File: src/sv/assert_macros.svh
// ----------------------------------------------------------------------------
// assert_macros.svh
// Shared assertion macros for the CSV field splitter.
// ----------------------------------------------------------------------------
`ifndef ASSERT_MACROS_SVH
`define ASSERT_MACROS_SVH

// Property checked on every rising clock edge outside reset.
`define ASSERT_CLK(name, clk, rst_n, prop, msg) \
    name: assert property (@(posedge clk) disable iff (!rst_n) prop) \
        else $error(msg);

// Condition that must never hold outside reset.
`define ASSERT_NEVER(name, clk, rst_n, cond, msg) \
    name: assert property (@(posedge clk) disable iff (!rst_n) !(cond)) \
        else $error(msg);

`endif

File: src/sv/cfp_pkg.sv
// ----------------------------------------------------------------------------
// cfp_pkg
// Types and constants shared by the CSV field splitter modules.
// ----------------------------------------------------------------------------
package cfp_pkg;

    // Width of a decoded character code point.
    localparam int CODE_W = 21;

    // Default depth of the queue between the front and the back.
    localparam int QUEUE_DEPTH_DEF = 2;

    // Special characters.
    localparam logic [CODE_W-1:0] CH_BACKSLASH = 21'h0005C;
    localparam logic [CODE_W-1:0] CH_QUOTE     = 21'h00022;
    localparam logic [CODE_W-1:0] CH_SPACE     = 21'h00020;
    localparam logic [CODE_W-1:0] SEP_RESET    = 21'h0002C;

    // Parser modes.
    typedef enum logic [2:0] {
        MODE_UNQUOTED = 3'd0,
        MODE_QUOTED   = 3'd1,
        MODE_ESCAPE   = 3'd2,
        MODE_AFTER    = 3'd3,
        MODE_DISCARD  = 3'd4
    } mode_t;

    // Kinds of event on the result channel.
    typedef enum logic [1:0] {
        EV_CHAR  = 2'd0,
        EV_FIELD = 2'd1,
        EV_LINE  = 2'd2,
        EV_ERROR = 2'd3
    } ev_kind_t;

    // Error codes.
    typedef enum logic [1:0] {
        ERR_NONE   = 2'd0,
        ERR_ESCAPE = 2'd1,
        ERR_SEP    = 2'd2
    } err_code_t;

    // A classified request as held in the queue.
    typedef struct packed {
        logic              eol;
        logic              is_space;
        logic              is_bslash;
        logic              is_quote;
        logic              is_sep;
        logic [CODE_W-1:0] ch;
    } item_t;

endpackage

File: src/sv/cfp_if.sv
// ----------------------------------------------------------------------------
// cfp_if
// Valid/ready channel interfaces for characters, events and configuration.
// ----------------------------------------------------------------------------

// Incoming decoded characters and end-of-line markers.
interface cfp_char_if import cfp_pkg::*; ();
    logic              valid;
    logic              ready;
    logic [CODE_W-1:0] char_code;
    logic              end_of_line;

    modport source (output valid, char_code, end_of_line, input ready);
    modport sink   (input valid, char_code, end_of_line, output ready);
endinterface

// Outgoing parse events.
interface cfp_event_if import cfp_pkg::*; ();
    logic              valid;
    logic              ready;
    logic [1:0]        event_kind;
    logic [CODE_W-1:0] out_char;
    logic [1:0]        error_code;

    modport source (output valid, event_kind, out_char, error_code, input ready);
    modport sink   (input valid, event_kind, out_char, error_code, output ready);
endinterface

// Separator register write channel.
interface cfp_cfg_if import cfp_pkg::*; ();
    logic              valid;
    logic              ready;
    logic [CODE_W-1:0] data;

    modport source (output valid, data, input ready);
    modport sink   (input valid, data, output ready);
endinterface

File: src/sv/csv_line_field_splitter.sv
// ----------------------------------------------------------------------------
// csv_line_field_splitter: splits decoded characters into CSV field events.
// Path: an accepted character reaches its event through a queue slot and the output register.
// Throughput: one character per cycle, bound by the mode loop, unless event_out stalls.
// Reset: rst_n clears the mode to unquoted, empties the queue and sets the separator to comma.
// ----------------------------------------------------------------------------
module csv_line_field_splitter import cfp_pkg::*; #(
    parameter int QUEUE_DEPTH = QUEUE_DEPTH_DEF
) (
    input  logic        clk,
    input  logic        rst_n,
    cfp_char_if.sink    char_in,
    cfp_cfg_if.sink     cfg,
    cfp_event_if.source event_out
);

    logic  push;
    logic  pop;
    logic  q_full;
    logic  q_empty;
    item_t push_item;
    item_t head;

    // Front: accepts and classifies requests.
    cfp_front u_front (
        .clk       (clk),
        .rst_n     (rst_n),
        .char_in   (char_in),
        .cfg       (cfg),
        .q_full    (q_full),
        .push      (push),
        .push_item (push_item)
    );

    // Queue between front and back.
    cfp_queue #(
        .DEPTH (QUEUE_DEPTH)
    ) u_queue (
        .clk       (clk),
        .rst_n     (rst_n),
        .push      (push),
        .push_item (push_item),
        .pop       (pop),
        .head      (head),
        .full      (q_full),
        .empty     (q_empty)
    );

    // Back: mode machine and output register.
    cfp_back u_back (
        .clk       (clk),
        .rst_n     (rst_n),
        .head      (head),
        .q_empty   (q_empty),
        .pop       (pop),
        .event_out (event_out)
    );

endmodule

File: src/sv/cfp_front.sv
// ----------------------------------------------------------------------------
// cfp_front
// Accepts character requests, classifies them and pushes them to the queue.
// ----------------------------------------------------------------------------
module cfp_front import cfp_pkg::*; (
    input  logic        clk,
    input  logic        rst_n,
    cfp_char_if.sink    char_in,
    cfp_cfg_if.sink     cfg,
    input  logic        q_full,
    output logic        push,
    output item_t       push_item
);

    logic [CODE_W-1:0] sep_reg;

    // The separator register takes every write at once.
    assign cfg.ready = 1'b1;

    always_ff @(posedge clk or negedge rst_n)
    begin
        if (!rst_n)
        begin
            sep_reg <= SEP_RESET;
        end
        else if (cfg.valid)
        begin
            sep_reg <= cfg.data;
        end
    end

    // A request is taken whenever the queue has room.
    assign char_in.ready = !q_full;
    assign push          = char_in.valid && !q_full;

    // Classify the character against the special codes.
    always_comb
    begin
        push_item.eol       = char_in.end_of_line;
        push_item.is_space  = (char_in.char_code == CH_SPACE);
        push_item.is_bslash = (char_in.char_code == CH_BACKSLASH);
        push_item.is_quote  = (char_in.char_code == CH_QUOTE);
        push_item.is_sep    = (char_in.char_code == sep_reg);
        push_item.ch        = char_in.char_code;
    end

endmodule

File: src/sv/cfp_queue.sv
// ----------------------------------------------------------------------------
// cfp_queue
// Small first-in first-out queue of classified requests.
// ----------------------------------------------------------------------------
`include "assert_macros.svh"

module cfp_queue import cfp_pkg::*; #(
    parameter int DEPTH = QUEUE_DEPTH_DEF
) (
    input  logic  clk,
    input  logic  rst_n,
    input  logic  push,
    input  item_t push_item,
    input  logic  pop,
    output item_t head,
    output logic  full,
    output logic  empty
);

    localparam int PTR_W = (DEPTH > 1) ? $clog2(DEPTH) : 1;
    localparam int CNT_W = $clog2(DEPTH + 1);

    item_t             slots [DEPTH];
    logic [PTR_W-1:0]  wr_ptr_reg;
    logic [PTR_W-1:0]  rd_ptr_reg;
    logic [CNT_W-1:0]  count_reg;
    logic [PTR_W-1:0]  wr_ptr_next;
    logic [PTR_W-1:0]  rd_ptr_next;
    logic [CNT_W-1:0]  count_next;

    assign full  = (count_reg == CNT_W'(DEPTH));
    assign empty = (count_reg == '0);
    assign head  = slots[rd_ptr_reg];

    // Pointers wrap at the depth, the count follows pushes and pops.
    always_comb
    begin
        wr_ptr_next = wr_ptr_reg;
        rd_ptr_next = rd_ptr_reg;
        count_next  = count_reg;
        if (push)
        begin
            wr_ptr_next = (wr_ptr_reg == PTR_W'(DEPTH - 1)) ? '0 : wr_ptr_reg + 1'b1;
        end
        if (pop)
        begin
            rd_ptr_next = (rd_ptr_reg == PTR_W'(DEPTH - 1)) ? '0 : rd_ptr_reg + 1'b1;
        end
        if (push && !pop)
        begin
            count_next = count_reg + 1'b1;
        end
        else if (pop && !push)
        begin
            count_next = count_reg - 1'b1;
        end
    end

    always_ff @(posedge clk or negedge rst_n)
    begin
        if (!rst_n)
        begin
            wr_ptr_reg <= '0;
            rd_ptr_reg <= '0;
            count_reg  <= '0;
        end
        else
        begin
            wr_ptr_reg <= wr_ptr_next;
            rd_ptr_reg <= rd_ptr_next;
            count_reg  <= count_next;
        end
    end

    // Storage needs no reset.
    always_ff @(posedge clk)
    begin
        if (push)
        begin
            slots[wr_ptr_reg] <= push_item;
        end
    end

    `ASSERT_NEVER(a_pop_empty, clk, rst_n, pop && empty, "pop from an empty queue")
    `ASSERT_NEVER(a_push_full, clk, rst_n, push && full, "push into a full queue")
    `ASSERT_CLK(a_count_range, clk, rst_n, count_reg <= CNT_W'(DEPTH), "queue count overflow")

endmodule

File: src/sv/cfp_back.sv
// ----------------------------------------------------------------------------
// cfp_back
// Runs the quote and escape mode machine and registers the resulting events.
// ----------------------------------------------------------------------------
`include "assert_macros.svh"

module cfp_back import cfp_pkg::*; (
    input  logic        clk,
    input  logic        rst_n,
    input  item_t       head,
    input  logic        q_empty,
    output logic        pop,
    cfp_event_if.source event_out
);

    mode_t             mode_reg;
    mode_t             mode_next;
    logic              out_valid_reg;
    ev_kind_t          kind_reg;
    logic [CODE_W-1:0] char_reg;
    err_code_t         err_reg;
    logic              emit;
    ev_kind_t          kind_next;
    logic [CODE_W-1:0] char_next;
    err_code_t         err_next;

    // Take the next request once the output register is free or draining.
    assign pop = !q_empty && (!out_valid_reg || event_out.ready);

    // Mode machine: next mode and the event that the request causes.
    always_comb
    begin
        mode_next = mode_reg;
        emit      = 1'b0;
        kind_next = EV_CHAR;
        char_next = '0;
        err_next  = ERR_NONE;
        if (pop)
        begin
            if (head.eol)
            begin
                mode_next = MODE_UNQUOTED;
                if (mode_reg == MODE_ESCAPE)
                begin
                    emit      = 1'b1;
                    kind_next = EV_ERROR;
                    err_next  = ERR_ESCAPE;
                end
                else if (mode_reg != MODE_DISCARD)
                begin
                    emit      = 1'b1;
                    kind_next = EV_LINE;
                end
            end
            else
            begin
                unique case (mode_reg)
                    MODE_QUOTED:
                    begin
                        if (head.is_bslash)
                        begin
                            mode_next = MODE_ESCAPE;
                        end
                        else if (head.is_quote)
                        begin
                            mode_next = MODE_AFTER;
                        end
                        else
                        begin
                            emit      = 1'b1;
                            char_next = head.ch;
                        end
                    end
                    MODE_ESCAPE:
                    begin
                        emit = 1'b1;
                        if (head.is_quote)
                        begin
                            mode_next = MODE_QUOTED;
                            char_next = head.ch;
                        end
                        else
                        begin
                            mode_next = MODE_DISCARD;
                            kind_next = EV_ERROR;
                            err_next  = ERR_ESCAPE;
                        end
                    end
                    MODE_AFTER:
                    begin
                        if (!head.is_space)
                        begin
                            emit = 1'b1;
                            if (head.is_sep)
                            begin
                                mode_next = MODE_UNQUOTED;
                                kind_next = EV_FIELD;
                            end
                            else
                            begin
                                mode_next = MODE_DISCARD;
                                kind_next = EV_ERROR;
                                err_next  = ERR_SEP;
                            end
                        end
                    end
                    MODE_DISCARD:
                    begin
                        mode_next = MODE_DISCARD;
                    end
                    default:
                    begin
                        // Unquoted: space, backslash, quote, separator in that order.
                        mode_next = MODE_UNQUOTED;
                        if (head.is_space)
                        begin
                            emit = 1'b0;
                        end
                        else if (head.is_bslash)
                        begin
                            emit      = 1'b1;
                            char_next = head.ch;
                        end
                        else if (head.is_quote)
                        begin
                            mode_next = MODE_QUOTED;
                        end
                        else if (head.is_sep)
                        begin
                            emit      = 1'b1;
                            kind_next = EV_FIELD;
                        end
                        else
                        begin
                            emit      = 1'b1;
                            char_next = head.ch;
                        end
                    end
                endcase
            end
        end
    end

    // Mode register.
    always_ff @(posedge clk or negedge rst_n)
    begin
        if (!rst_n)
        begin
            mode_reg <= MODE_UNQUOTED;
        end
        else
        begin
            mode_reg <= mode_next;
        end
    end

    // Output valid flag.
    always_ff @(posedge clk or negedge rst_n)
    begin
        if (!rst_n)
        begin
            out_valid_reg <= 1'b0;
        end
        else if (emit)
        begin
            out_valid_reg <= 1'b1;
        end
        else if (event_out.ready)
        begin
            out_valid_reg <= 1'b0;
        end
    end

    // Output payload.
    always_ff @(posedge clk)
    begin
        if (emit)
        begin
            kind_reg <= kind_next;
            char_reg <= char_next;
            err_reg  <= err_next;
        end
    end

    assign event_out.valid      = out_valid_reg;
    assign event_out.event_kind = kind_reg;
    assign event_out.out_char   = char_reg;
    assign event_out.error_code = err_reg;

    `ASSERT_CLK(a_err_code, clk, rst_n, out_valid_reg |-> ((kind_reg == EV_ERROR) == (err_reg != ERR_NONE)), "error code does not match event kind")
    `ASSERT_CLK(a_eol_mode, clk, rst_n, (pop && head.eol) |=> (mode_reg == MODE_UNQUOTED), "end of line left a mode set")
    `ASSERT_CLK(a_err_discard, clk, rst_n, (emit && !head.eol && kind_next == EV_ERROR) |=> (mode_reg == MODE_DISCARD), "error did not start discarding")

endmodule
File: src/flat_wrapper.sv
// flat-port wrapper written by rule: the top's interface ports become plain ports
module csv_line_field_splitter_flat import cfp_pkg::*;
#(
    parameter int QUEUE_DEPTH = QUEUE_DEPTH_DEF
)
  (clk, rst_n, char_in_valid, char_in_char_code, char_in_end_of_line, char_in_ready, cfg_valid, cfg_data, cfg_ready, event_out_valid, event_out_event_kind, event_out_out_char, event_out_error_code, event_out_ready);
  cfp_char_if char_in_i ();
  cfp_cfg_if cfg_i ();
  cfp_event_if event_out_i ();
  input  logic clk;
  input  logic rst_n;
  input wire logic [$bits(char_in_i.valid)-1:0] char_in_valid;
  input wire logic [$bits(char_in_i.char_code)-1:0] char_in_char_code;
  input wire logic [$bits(char_in_i.end_of_line)-1:0] char_in_end_of_line;
  output wire logic [$bits(char_in_i.ready)-1:0] char_in_ready;
  input wire logic [$bits(cfg_i.valid)-1:0] cfg_valid;
  input wire logic [$bits(cfg_i.data)-1:0] cfg_data;
  output wire logic [$bits(cfg_i.ready)-1:0] cfg_ready;
  output wire logic [$bits(event_out_i.valid)-1:0] event_out_valid;
  output wire logic [$bits(event_out_i.event_kind)-1:0] event_out_event_kind;
  output wire logic [$bits(event_out_i.out_char)-1:0] event_out_out_char;
  output wire logic [$bits(event_out_i.error_code)-1:0] event_out_error_code;
  input wire logic [$bits(event_out_i.ready)-1:0] event_out_ready;
  assign char_in_i.valid = char_in_valid;
  assign char_in_i.char_code = char_in_char_code;
  assign char_in_i.end_of_line = char_in_end_of_line;
  assign char_in_ready = char_in_i.ready;
  assign cfg_i.valid = cfg_valid;
  assign cfg_i.data = cfg_data;
  assign cfg_ready = cfg_i.ready;
  assign event_out_valid = event_out_i.valid;
  assign event_out_event_kind = event_out_i.event_kind;
  assign event_out_out_char = event_out_i.out_char;
  assign event_out_error_code = event_out_i.error_code;
  assign event_out_i.ready = event_out_ready;
  csv_line_field_splitter #(.QUEUE_DEPTH(QUEUE_DEPTH)) u_core (.clk(clk), .rst_n(rst_n), .char_in(char_in_i), .cfg(cfg_i), .event_out(event_out_i));
endmodule
File: config.mk
export PLATFORM = sky130hd
export DESIGN_NAME = csv_line_field_splitter_flat
export DESIGN_NICKNAME = d
export VERILOG_FILES = /design/src/sv/cfp_pkg.sv /design/src/sv/cfp_if.sv /design/src/sv/csv_line_field_splitter.sv /design/src/sv/cfp_front.sv /design/src/sv/cfp_queue.sv /design/src/sv/cfp_back.sv /design/src/flat_wrapper.sv
export VERILOG_INCLUDE_DIRS = /design/src /design/src/sv
export SDC_FILE = /design/constraint.sdc
export NUM_CORES = 1
export LEC_CHECK = 0
export BUFFER_PORTS_ARGS = -buffer_cell sky130_fd_sc_hd__clkbuf_2
export CAP_MARGIN = 30
export CORE_UTILIZATION = 30
export DETAILED_ROUTE_END_ITERATION = 7
export PLACE_DENSITY_LB_ADDON = 0.15
export SLEW_MARGIN = 20
export SYNTH_ARGS = -nofsm -noshare
export SYNTH_HDL_FRONTEND = slang
export SYNTH_SLANG_ARGS = --single-unit
File: constraint.sdc
create_clock -name clk -period 7.2 [get_ports clk]
set_input_delay 1.08 -clock clk [delete_from_list [all_inputs] [get_ports clk]]
set_output_delay 1.08 -clock clk [all_outputs]
set_load 0.01 [all_outputs]
==> metrics.md, run 1 <==
| Metric | Value |
|---|---|
| Rel. slew slack | 0.4668 |
| Global placer's final weighted congestion | 0.8179 |
| # DRC | 0 |
| Final nets | 442 |
| Crit. Startpoint | u_core.u_queue.rd_ptr_reg$_DFFE_PN0P_ |
| Int Pwr | 1.383 mW |
| GRT Total Usage | 0.1300 |
| HP Class | reg -> reg |
| Max IR drop VDD | 0.1060 mV |
| Post-CTS sizing | 0 |
| Max FO, Critical Path | 35 |
| Fin crit share | 0.3715 |
| Final wirelength | 9613 um |
| # setup viols final | 0 |
| Die height | 126.6 um |
| 1st-iter DRT viols | 138 |
| Filler instances | 1501 |
| RSZ-0062 raised after global routing | false |
| Vias | 2794 |
| Multi-input logic area | 1539 um2 |
| WS Path Type | reg -> reg |
| Drt wl/cell | 16.40 um |
| CTS Buf Count | 9 |
| Worst Hold Launch | u_core.u_queue.rd_ptr_reg$_DFFE_PN0P_ |
| Initial antenna violation count | 0 |
| Critical path endpoint category | flip-flop |
| CP startpoint kind | flip-flop |
| CP required | 7.47 ns |
| Drt first pass iters | 4 |
| Reg area | 3042 um2 |
| # Post-CTS Setup Buffers | 0 |
| HPWL after DPL | 6941 um |
| MaxCap Viol Count | 0 |
| Syn avg cell area | 14.52 um2 |
| Syn Std Cell Area | 4661 um2 |
| Slew @ Worst Pin | 0.7998 ns |
| Pwr per Cell Area | 382.3 nW/um2 |
| Max Slew Vio Count | 0 |
| Run status | finished, final reports clean |
| CTS sink count | 106 |
| Setup TNS | 0 ns |
| Yosys cell types | 51 |
| Fin Hold WS | 0.4735 ns |
| Sw frac | 0.3428 |
| Ports | 76 |
| Minimum clock period | 2.675 ns |
| Vias per inst | 4.768 |
| Area Growth Syn to Fin | 18.12% |
| Die area | 16040 um2 |
| Reg2reg start | u_core.u_queue.rd_ptr_reg$_DFFE_PN0P_ |
| Async S/R FF share, synth | 0.2736 |
| Post-synth EDFFs | 77 |
| Core area | 15200 um2 |
| Dpl cells | 570 |
| CTS tree | done |
| Diode count | 0 |
| Vias in the first global route | 2818 |
| Sequential share of power | 0.457 |
| Die X-Extent | 126.6 um |
| Leakage | 2.086 nW |
| Sw Pwr | 0.7215 mW |
| Syn nets | 370 |
| Max Clock Freq | 373.9 MHz |
| Post-DRT Antenna Nets | 0 |
| Number of flip-flops under the largest register name | 52 |
| Global-route wire length before repair | 15680 um |
| Remaining global-route overflow | 0 |
| Worst endpoint data arrival time | 2.94 ns |
| IO buf count | 74 |
| #FFs+latches synth | 106 |
| Clock latency on the worst-skew pair | 0.34 ns |
| Max Clock Skew | 0.007127 ns |
| Cells after Synth | 321 |
| Clock buffer depth | 2 |
| Ys Warns | 0 |
| CTS Hold Bufs | 0 |
| Row count | 45 |
| Layout cells sized above 1 | 0.3241 |
| CTS root buffer | clkbuf_16 |
| Top_reg_cell synth | edfxtp_1 |
| Clk pwr share | 0.216 |
| Clock transition at path regs | 0.06 ns |
| Initial Utilization | 0.3066 |
| Hold Vio Cnt, Final | 0 |
| CTS H-tree depth | 3 |
| Finished Layout Cells | 586 |
| Register area share after synthesis | 0.6526 |
| Comb pwr share | 0.327 |
| Largest net degree at the start of global routing | 36 |
[Yosys cell counts (all sizes together) (3+ instances only)]
library cell,instances,area [um2]
mux2i,24,240.2
edfxtp,77,2312
nand2,7,26.28
mux2,25,285.3
dfrtp,26,650.6
a21oi,5,25.02
clkbuf,13,48.80
a211oi,22,165.2
nand4,4,25.02
nand2b,5,31.28
o21ai,10,50.04
or3,5,31.28
inv,3,11.26
a21boi,3,22.52
nor2,10,37.54
buf,5,31.28
xnor2,8,70.07
xor2,19,166.4
dfstp,3,78.83
nor3,8,40.04
nor4,7,43.79
[final cells by class]
cell class | instances | area share
clock buffer | 11 | 0.04227
inverter | 3 | 0.002045
clock inverter | 5 | 0.006818
tap | 188 | 0.04273
multi-input combinational | 194 | 0.2795
timing repair buffer | 79 | 0.07409
sequential | 106 | 0.5525
[logic make-up (layout without fill, tap and decap cells)]
kind of cell | count (synthesis) | in the layout | synth area share
flops | 106 | 106 | 0.6526
fa+ha+maj | 1 | 1 | 0.002684
simple gates | 60 | 60 | 0.07248
other cells | 1 | 1 | 0.0008046
compound gates | 55 | 55 | 0.08349
xor+xnor | 27 | 27 | 0.05074
buf+inv | 21 | 98 | 0.01960
mux | 50 | 50 | 0.1176
[worst max-delay path, stage by stage, from the launching register on]
cell	delay, ns
dfrtp_1	0.36
buf_4	0.46
mux2_4	0.39
or3_1	0.65
or4b_1	0.58
a21boi_1	0.15
[per-layer routing]
| layer | wire (um) | share of wire | global-route usage | vias to the layer above |
|---|---|---|---|---|
| met5 | 0 | 0 | 0 | - |
| met3 | 436 | 0.045 | 0.03121 | 17 |
| met1 | 4921 | 0.51 | 0.1884 | 1327 |
| met4 | 220 | 0.023 | 0.06733 | 0 |
| met2 | 4035 | 0.42 | 0.1791 | 68 |
| li1 | - | - | - | 1382 |
[layout by cell type (no fill, tap or decap), types with 8 or more instances in the layout]
cell,netlist,routed
dfrtp_1,26,26
xnor2_1,8,8
mux2i_1,24,24
clkbuf_2,0,74
o21ai_0,9,9
xor2_1,19,19
edfxtp_1,77,77
mux2_2,23,23
a211oi_1,22,22
nor2_1,10,9
clkbuf_16,0,9
nor3_1,8,8
[path summary, 6_finish.rpt]
kind	to	slack (ns)	cells past startpoint
setup / recovery	u_core.u_back.mode_reg[2]$_DFFE_PN0P_	4.53	5
hold reg to reg	u_core.u_queue.rd_ptr_reg$_DFFE_PN0P_	0.47	1
setup reg to reg	u_core.u_back.mode_reg[2]$_DFFE_PN0P_	4.53	5
hold / removal	u_core.u_queue.rd_ptr_reg$_DFFE_PN0P_	0.47	1
max in group asynchronous	u_core.u_front.sep_reg[13]$_DFFE_PN0P_	5.92	1
min in group asynchronous	u_core.u_queue.wr_ptr_reg$_DFFE_PN0P_	0.80	1
[through the flow]
stage / cell area (um2) / power [mW] / setup slack, ns / util
2_1_floorplan: 4661 / 1.439 / 4.004 / -
3_3_place_gp: 5235 / 1.671 / 4.500 / 0.3444
3_5_place_dp: 5235 / 1.677 / 4.429 / 0.3444
4_1_cts: 5505 / 2.139 / 4.510 / 0.3621
5_1_grt: 5505 / 2.246 / 4.364 / 0.3621
6_report: 5505 / 2.105 / 4.525 / 0.3621
[power groups by stage]
stage | clock network (mW) | registers [mW] | logic (mW)
2_1_floorplan | 0 | 0.997 | 0.443
3_3_place_gp | 0 | 0.976 | 0.695
3_5_place_dp | 0 | 0.979 | 0.698
4_1_cts | 0.472 | 0.966 | 0.701
5_1_grt | 0.495 | 0.984 | 0.768
6_report | 0.454 | 0.962 | 0.689
No activity file was read; power rests on OpenSTA's default activity.
==> run 2: changes to the inputs <==
==> constraint.sdc (replaced) <==
create_clock -name clk -period 2.35 [get_ports clk]
set_input_delay 0.3525 -clock clk [delete_from_list [all_inputs] [get_ports clk]]
set_output_delay 0.3525 -clock clk [all_outputs]
set_load 0.01 [all_outputs]
==> run 2 against run 1 <==
  * Fmax is 27% higher
  * Flip-flop and latch count did not move
  * Power rose to 3.2 times the previous value
  * Setup slack got worse by 4.3 ns
  * Register-to-register slack worse by 4.3 ns
  * Clock power increased to 3.2 times the previous value
  * Cell count grew 1.5%
  * Count of clock-buffer cells in the layout is 2 lower
  * Non-clock buffer count increased by 9
  * Core utilization up 0.86 points
==> metrics.md, run 2 (synthesis results as in run 1) <==
| Metric | Value |
|---|---|
| Fin crit share | 0.8991 (was 0.3715) |
| Rel. slew slack | 0.6227 (was 0.4668) |
| Global-route wire length before repair | 15930 um (was 15680 um) |
| Core area | 15200 um2 (unchanged) |
| HP Class | in -> reg (was reg -> reg) |
| Critical path endpoint category | flip-flop (unchanged) |
| # setup viols final | 0 (unchanged) |
| Remaining global-route overflow | 0 (unchanged) |
| Largest net degree at the start of global routing | 30 (was 36) |
| Clock latency on the worst-skew pair | 0.35 ns (was 0.34 ns) |
| Row count | 45 (unchanged) |
| Max FO, Critical Path | 21 (was 35) |
| CTS sink count | 106 (unchanged) |
| Final wirelength | 9952 um (was 9613 um) |
| Global placer's final weighted congestion | 0.8199 (was 0.8179) |
| Post-DRT Antenna Nets | 0 (unchanged) |
| Ports | 76 (unchanged) |
| Drt first pass iters | 4 (unchanged) |
| 1st-iter DRT viols | 186 (was 138) |
| Commonest cells after routing, fill and taps aside | 77 x edfxtp_1, 74 x clkbuf_2, 26 x dfrtp_1 (unchanged) |
| Worst endpoint data arrival time | 2.28 ns (was 2.94 ns) |
| CTS Buf Count | 9 (unchanged) |
| CTS tree | done (unchanged) |
| Vias per inst | 4.792 (was 4.768) |
| Finished Layout Cells | 595 (was 586) |
| Max IR drop VDD | 0.3733 mV (was 0.1060 mV) |
| Drt wl/cell | 16.73 um (was 16.40 um) |
| Final nets | 451 (was 442) |
| Dpl cells | 577 (was 570) |
| WS Path Type | reg -> reg (unchanged) |
| CP required | 2.52 ns (was 7.47 ns) |
| Vias | 2851 (was 2794) |
| Die height | 126.6 um (unchanged) |
| Initial Utilization | 0.3066 (unchanged) |
| Placed cell area | 5313 um2 (was 5235 um2) |
| Leakage | 2.152 nW (was 2.086 nW) |
| Filler instances | 1447 (was 1501) |
| GRT Total Usage | 0.1335 (was 0.1300) |
| Run status | finished, final reports clean (unchanged) |
| Layout cells sized above 1 | 0.3440 (was 0.3241) |
| Max incr delay on CP | 0.48 ns (was 0.65 ns) |
| Die area | 16040 um2 (unchanged) |
| Post-route cell area | 5635 um2 (was 5505 um2) |
| Slew @ Worst Pin | 0.5621 ns (was 0.7998 ns) |
| Minimum clock period | 2.113 ns (was 2.675 ns) |
| RSZ-0062 raised after global routing | false (unchanged) |
| Max Clock Freq | 473.3 MHz (was 373.9 MHz) |
| CTS H-tree depth | 3 (unchanged) |
| Number of flip-flops under the largest register name | 52 (unchanged) |
| Post-CTS sizing | 0 (unchanged) |
| Clock transition at path regs | 0.08 ns (was 0.06 ns) |
| Setup TNS | 0 ns (unchanged) |
| Vias in the first global route | 2902 (was 2818) |
| Pwr per Cell Area | 1186 nW/um2 (was 382.3 nW/um2) |
| Clock buffer depth | 2 (unchanged) |
| Initial antenna violation count | 0 (unchanged) |
| Slowest-stage cell, CP | dfrtp_1 (was or3_1) |
| Post-place setup slack | 0.2337 ns (was 4.429 ns) |
| Die X-Extent | 126.6 um (unchanged) |
| Max Clock Skew | 0.009711 ns (was 0.007127 ns) |
| CTS root buffer | clkbuf_16 (unchanged) |
| HPWL after DPL | 7272 um (was 6941 um) |
| Max Slew Vio Count | 0 (unchanged) |
| # DRC | 0 (unchanged) |
| CP startpoint kind | flip-flop (unchanged) |
| IO buf count | 74 (unchanged) |
| MaxCap Viol Count | 0 (unchanged) |
| Crit path top cell by count | buf_4 |
| Hold Vio Cnt, Final | 0 (unchanged) |
| Diode count | 0 (unchanged) |
| Post-route setup slack | 0.2372 ns (was 4.525 ns) |
| Area Growth Syn to Fin | 20.91% (was 18.12%) |
| Most common cell after layout, fill and taps aside | edfxtp_1 (unchanged) |
| CP cell instances | buf_4, nor3b_1, a2bb2oi_1, o31ai_2, buf_4, a211oi_1 (was buf_4, mux2_4, or3_1, or4b_1, a21boi_1) |
==> run 2: area by class of cell <==
type | count | area [um2] | area share
Sequential cell | 106 | 3042 | 0.5397
Multi-Input combinational cell | 194 | 1551 | 0.2753
Timing Repair Buffer | 88 | 510.5 | 0.09059
Tap cell | 188 | 235.2 | 0.04174
Clock buffer | 9 | 225.2 | 0.03996
Clock inverter | 7 | 60.06 | 0.01066
Inverter | 3 | 11.26 | 0.001998
==> run 2: worst paths after layout <==
kind                                                                       to  slack, ns  cells past startpoint                                   from
hold / removal                          u_core.u_queue.slots[0][25]$_DFFE_PP_       0.21                      1                    char_in_end_of_line
setup reg to reg           u_core.u_back.event_out.out_char[14]$_SDFFCE_PP0P_       0.24                      6  u_core.u_queue.rd_ptr_reg$_DFFE_PN0P_
setup / recovery           u_core.u_back.event_out.out_char[14]$_SDFFCE_PP0P_       0.24                      6  u_core.u_queue.rd_ptr_reg$_DFFE_PN0P_
hold reg to reg                         u_core.u_queue.wr_ptr_reg$_DFFE_PN0P_       0.51                      1  u_core.u_queue.wr_ptr_reg$_DFFE_PN0P_
min in group asynchronous               u_core.u_back.mode_reg[1]$_DFFE_PN0P_       0.45                      2                                  rst_n
max in group asynchronous               u_core.u_front.sep_reg[5]$_DFFE_PN1P_       1.40                      3                                  rst_n
==> run 2: per-stage QoR <==
stage               power, mW  utilization  hold slack [ns]
global route            7.100       0.3707           0.2017
finish                  6.684       0.3707           0.2106
CTS                     6.754       0.3682           0.1359
global placement        5.290       0.3495           0.4959
detailed placement      5.297       0.3495           0.5019
floorplan               4.431            -          0.05691
==> run 2: critical path, delay by kind of cell, from the launching register on <==
kind | cells | cell delay [ns]
AO/OA/AOI/OAI | 3 | 0.63
buffers and inverters | 2 | 0.51
AND/OR/NAND/NOR | 1 | 0.31
flip-flops | 1 | 0.48
==> run 2: per-layer routing <==
layer / GRT usage / routed length [um] / up-vias
li1: - / - / 1400
met1: 0.1888 / 5082 / 1375
met2: 0.1940 / 4251 / 68
met3: 0.03796 / 510 / 8
met4: 0.04890 / 108 / 0
met5: 0 / 0 / -
==> run 2: power by group <==
part | switching, mW | internal (mW) | total (mW)
clock | 0.718 | 0.738 | 1.46
sequential | 0.232 | 2.70 | 2.94
combinational | 1.37 | 0.921 | 2.29
==> run 2: what timing repair did <==
action                                  CTS  global route
endpoints found under the hold margin     0             8
setup buffers                             0             0
endpoints found under the setup margin    0             0
hold buffers                              0             1
==> run 3: changes to the inputs <==
--- a/config.mk
+++ b/config.mk
@@ -8,9 +8,11 @@
 export LEC_CHECK = 0
 export BUFFER_PORTS_ARGS = -buffer_cell sky130_fd_sc_hd__clkbuf_2
 export CAP_MARGIN = 30
+export CORE_ASPECT_RATIO = 0.6
 export CORE_UTILIZATION = 30
 export DETAILED_ROUTE_END_ITERATION = 7
-export PLACE_DENSITY_LB_ADDON = 0.15
+export PLACE_DENSITY = 0.6
+export SKIP_LAST_GASP = 1
 export SLEW_MARGIN = 20
 export SYNTH_ARGS = -nofsm -noshare
 export SYNTH_HDL_FRONTEND = slang
==> run 3 against run 2 <==
  * Fmax down 3.0%
  * Clock skew down 0.0029 ns
  * Critical path type unchanged
  * Critical path depth unchanged
  * Clock power up 8%
  * Final area down 0.31%
  * Largest power group unchanged
  * Global-route usage up 0.41 points
  * Count of clock-buffer cells in the layout up 4
  * First-iteration DRC count up 11%
  * Register-to-register slack worse by 0.06 ns
  * Flip-flop and latch count unchanged
  * Setup slack worse by 0.065 ns
==> metrics.md, run 3 (synthesis results as in run 1) <==
| Metric | Value |
|---|---|
| Drt first pass iters | 4 (unchanged) |
| 1st-iter DRT viols | 207 (was 186) |
| Leakage | 2.139 nW (was 2.152 nW) |
| Max Clock Skew | 0.006791 ns (was 0.009711 ns) |
| Final core occ | 0.3795 (was 0.3707) |
| Global-route wire length before repair | 16170 um (was 15930 um) |
| IO buf count | 74 (unchanged) |
| Max Clock Freq | 459.2 MHz (was 473.3 MHz) |
| Fin crit share | 0.9266 (was 0.8991) |
| Die area | 16050 um2 (was 16040 um2) |
| WS Path Type | reg -> reg (unchanged) |
| Critical path endpoint category | flip-flop (unchanged) |
| CTS tree | done (unchanged) |
| Multi-input logic area | 1551 um2 (unchanged) |
| # DRC | 0 (unchanged) |
| # Post-CTS Setup Buffers | 0 (unchanged) |
| Post-route setup slack | 0.1724 ns (was 0.2372 ns) |
| HP Class | in -> async (was in -> reg) |
| Post-place setup slack | 0.2059 ns (was 0.2337 ns) |
| Post-CTS sizing | 0 (unchanged) |
| Most common cell after layout, fill and taps aside | edfxtp_1 (unchanged) |
| Layout cells sized above 1 | 0.3308 (was 0.3440) |
| Minimum clock period | 2.178 ns (was 2.113 ns) |
| CTS root buffer | clkbuf_16 (unchanged) |
| RSZ-0062 raised after global routing | false (unchanged) |
| Die X-Extent | 162.9 um (was 126.6 um) |
| Max IR drop VDD | 0.3753 mV (was 0.3733 mV) |
| Filler instances | 1423 (was 1447) |
| Initial antenna violation count | 0 (unchanged) |
| # setup viols final | 0 (unchanged) |
| Diode count | 0 (unchanged) |
| Largest net degree at the start of global routing | 30 (unchanged) |
| Clock buffer depth | 2 (unchanged) |
| Initial Utilization | 0.3148 (was 0.3066) |
| CP startpoint kind | flip-flop (unchanged) |
| Run status | finished, final reports clean (unchanged) |
| Clock transition at path regs | 0.07 ns (was 0.08 ns) |
| Commonest cells after routing, fill and taps aside | 77 x edfxtp_1, 74 x clkbuf_2, 26 x dfrtp_1 (unchanged) |
| Drt wl/cell | 17.81 um (was 16.73 um) |
| Area Growth Syn to Fin | 20.54% (was 20.91%) |
| Max FO, Critical Path | 25 (was 21) |
| Reg area | 3042 um2 (unchanged) |
| Max incr delay on CP | 0.55 ns (was 0.48 ns) |
| Setup TNS | 0 ns (unchanged) |
| Slowest-stage cell, CP | dfrtp_1 (unchanged) |
| Max Slew Vio Count | 0 (unchanged) |
| Pwr per Cell Area | 1217 nW/um2 (was 1186 nW/um2) |
| CP cell instances | buf_4, nor2b_1, a22oi_1, o221a_2, a21oi_4, buf_12 (was buf_4, nor3b_1, a2bb2oi_1, o31ai_2, buf_4, a211oi_1) |
| CTS sink count | 106 (unchanged) |
| CTS Buf Count | 9 (unchanged) |
| Remaining global-route overflow | 0 (unchanged) |
| Vias per inst | 4.883 (was 4.792) |
| Number of flip-flops under the largest register name | 52 (unchanged) |
| CP required | 2.39 ns (was 2.52 ns) |
| MaxCap Viol Count | 0 (unchanged) |
| Die height | 98.55 um (was 126.6 um) |
| Final nets | 446 (was 451) |
| HPWL after DPL | 7942 um (was 7272 um) |
| CTS Hold Bufs | 0 (unchanged) |
| Hold Vio Cnt, Final | 0 (unchanged) |
| GRT Total Usage | 0.1376 (was 0.1335) |
| Final wirelength | 10690 um (was 9952 um) |
| Post-DRT Antenna Nets | 0 (unchanged) |
| Row count | 34 (was 45) |
| Ports | 76 (unchanged) |
| Vias | 2930 (was 2851) |
| Clock latency on the worst-skew pair | 0.34 ns (was 0.35 ns) |
| Global placer's final weighted congestion | 0.8696 (was 0.8199) |
| Vias in the first global route | 2746 (was 2902) |
| CTS H-tree depth | 3 (unchanged) |
| Rel. slew slack | 0.4992 (was 0.6227) |
| Slew @ Worst Pin | 0.7513 ns (was 0.5621 ns) |
| Worst endpoint data arrival time | 2.22 ns (was 2.28 ns) |
| Core area | 14800 um2 (was 15200 um2) |
## run 3: cell count changes in the layout (fill, tap and decap cells not counted), sizes merged
cell	previous run	this run
clkinvlp	2	0
bufinv	0	2
clkbuf	83	87
dlygate4sd3	1	0
clkinv	2	1
inv	6	3
buf	13	9
## run 3: final cells by class
cell class	instances	area share
clock buffers	13	0.04454
clock inverters	3	0.01158
inverters	3	0.002004
multi-input cells	194	0.2762
flip-flops and latches	106	0.5414
well taps	198	0.04410
repair buffers	83	0.08018
## run 3: worst paths after layout
kind	start	end	slack, ns	cells past startpoint
setup / recovery	u_core.u_queue.rd_ptr_reg$_DFFE_PN0P_	u_core.u_back.event_out.out_char[4]$_SDFFCE_PP0P_	0.17	6
hold / removal	rst_n	u_core.u_front.sep_reg[7]$_DFFE_PN0P_	0.07	1
setup reg to reg	u_core.u_queue.rd_ptr_reg$_DFFE_PN0P_	u_core.u_back.event_out.out_char[4]$_SDFFCE_PP0P_	0.17	6
hold reg to reg	u_core.u_queue.wr_ptr_reg$_DFFE_PN0P_	u_core.u_queue.wr_ptr_reg$_DFFE_PN0P_	0.51	1
max in group asynchronous	rst_n	u_core.u_back.event_out.valid$_DFFE_PN0P_	1.80	1
min in group clk	char_in_end_of_line	u_core.u_queue.slots[1][25]$_DFFE_PP_	0.22	1
## run 3: per-layer routing
layer  GRT usage  vias up  part of all wire
met5           0        -                 0
met4     0.03091        0            0.0051
met3     0.04209        6             0.089
met2      0.1722      106              0.40
met1      0.2232     1428              0.51
li1            -     1390                 -
## run 3: power breakdown
group / internal [mW] / total [mW] / switching [mW] / leakage, nW
logic: 0.888 / 2.26 / 1.38 / 0.910
clock network: 0.962 / 1.58 / 0.617 / 0.154
registers: 2.71 / 2.99 / 0.284 / 1.07
## run 3: per-stage QoR
stage	instance area, um2	power [mW]	hold WS (ns)	cells
finish	5618	6.835	0.06627	600
global route	5618	7.178	0.1362	600
CTS	5618	6.879	0.09300	600
detailed placement	5303	5.302	0.4616	584
global placement	5303	5.241	0.4583	584
floorplan	4677	4.431	0.05691	321
## run 3: worst max-delay path, delay by kind of cell, from the launching register on
kind	cells	cell delay (ns)
buffers and inverters	2	0.43
flip-flops	1	0.55
AND/OR/NAND/NOR	1	0.27
AO/OA/AOI/OAI	3	0.60
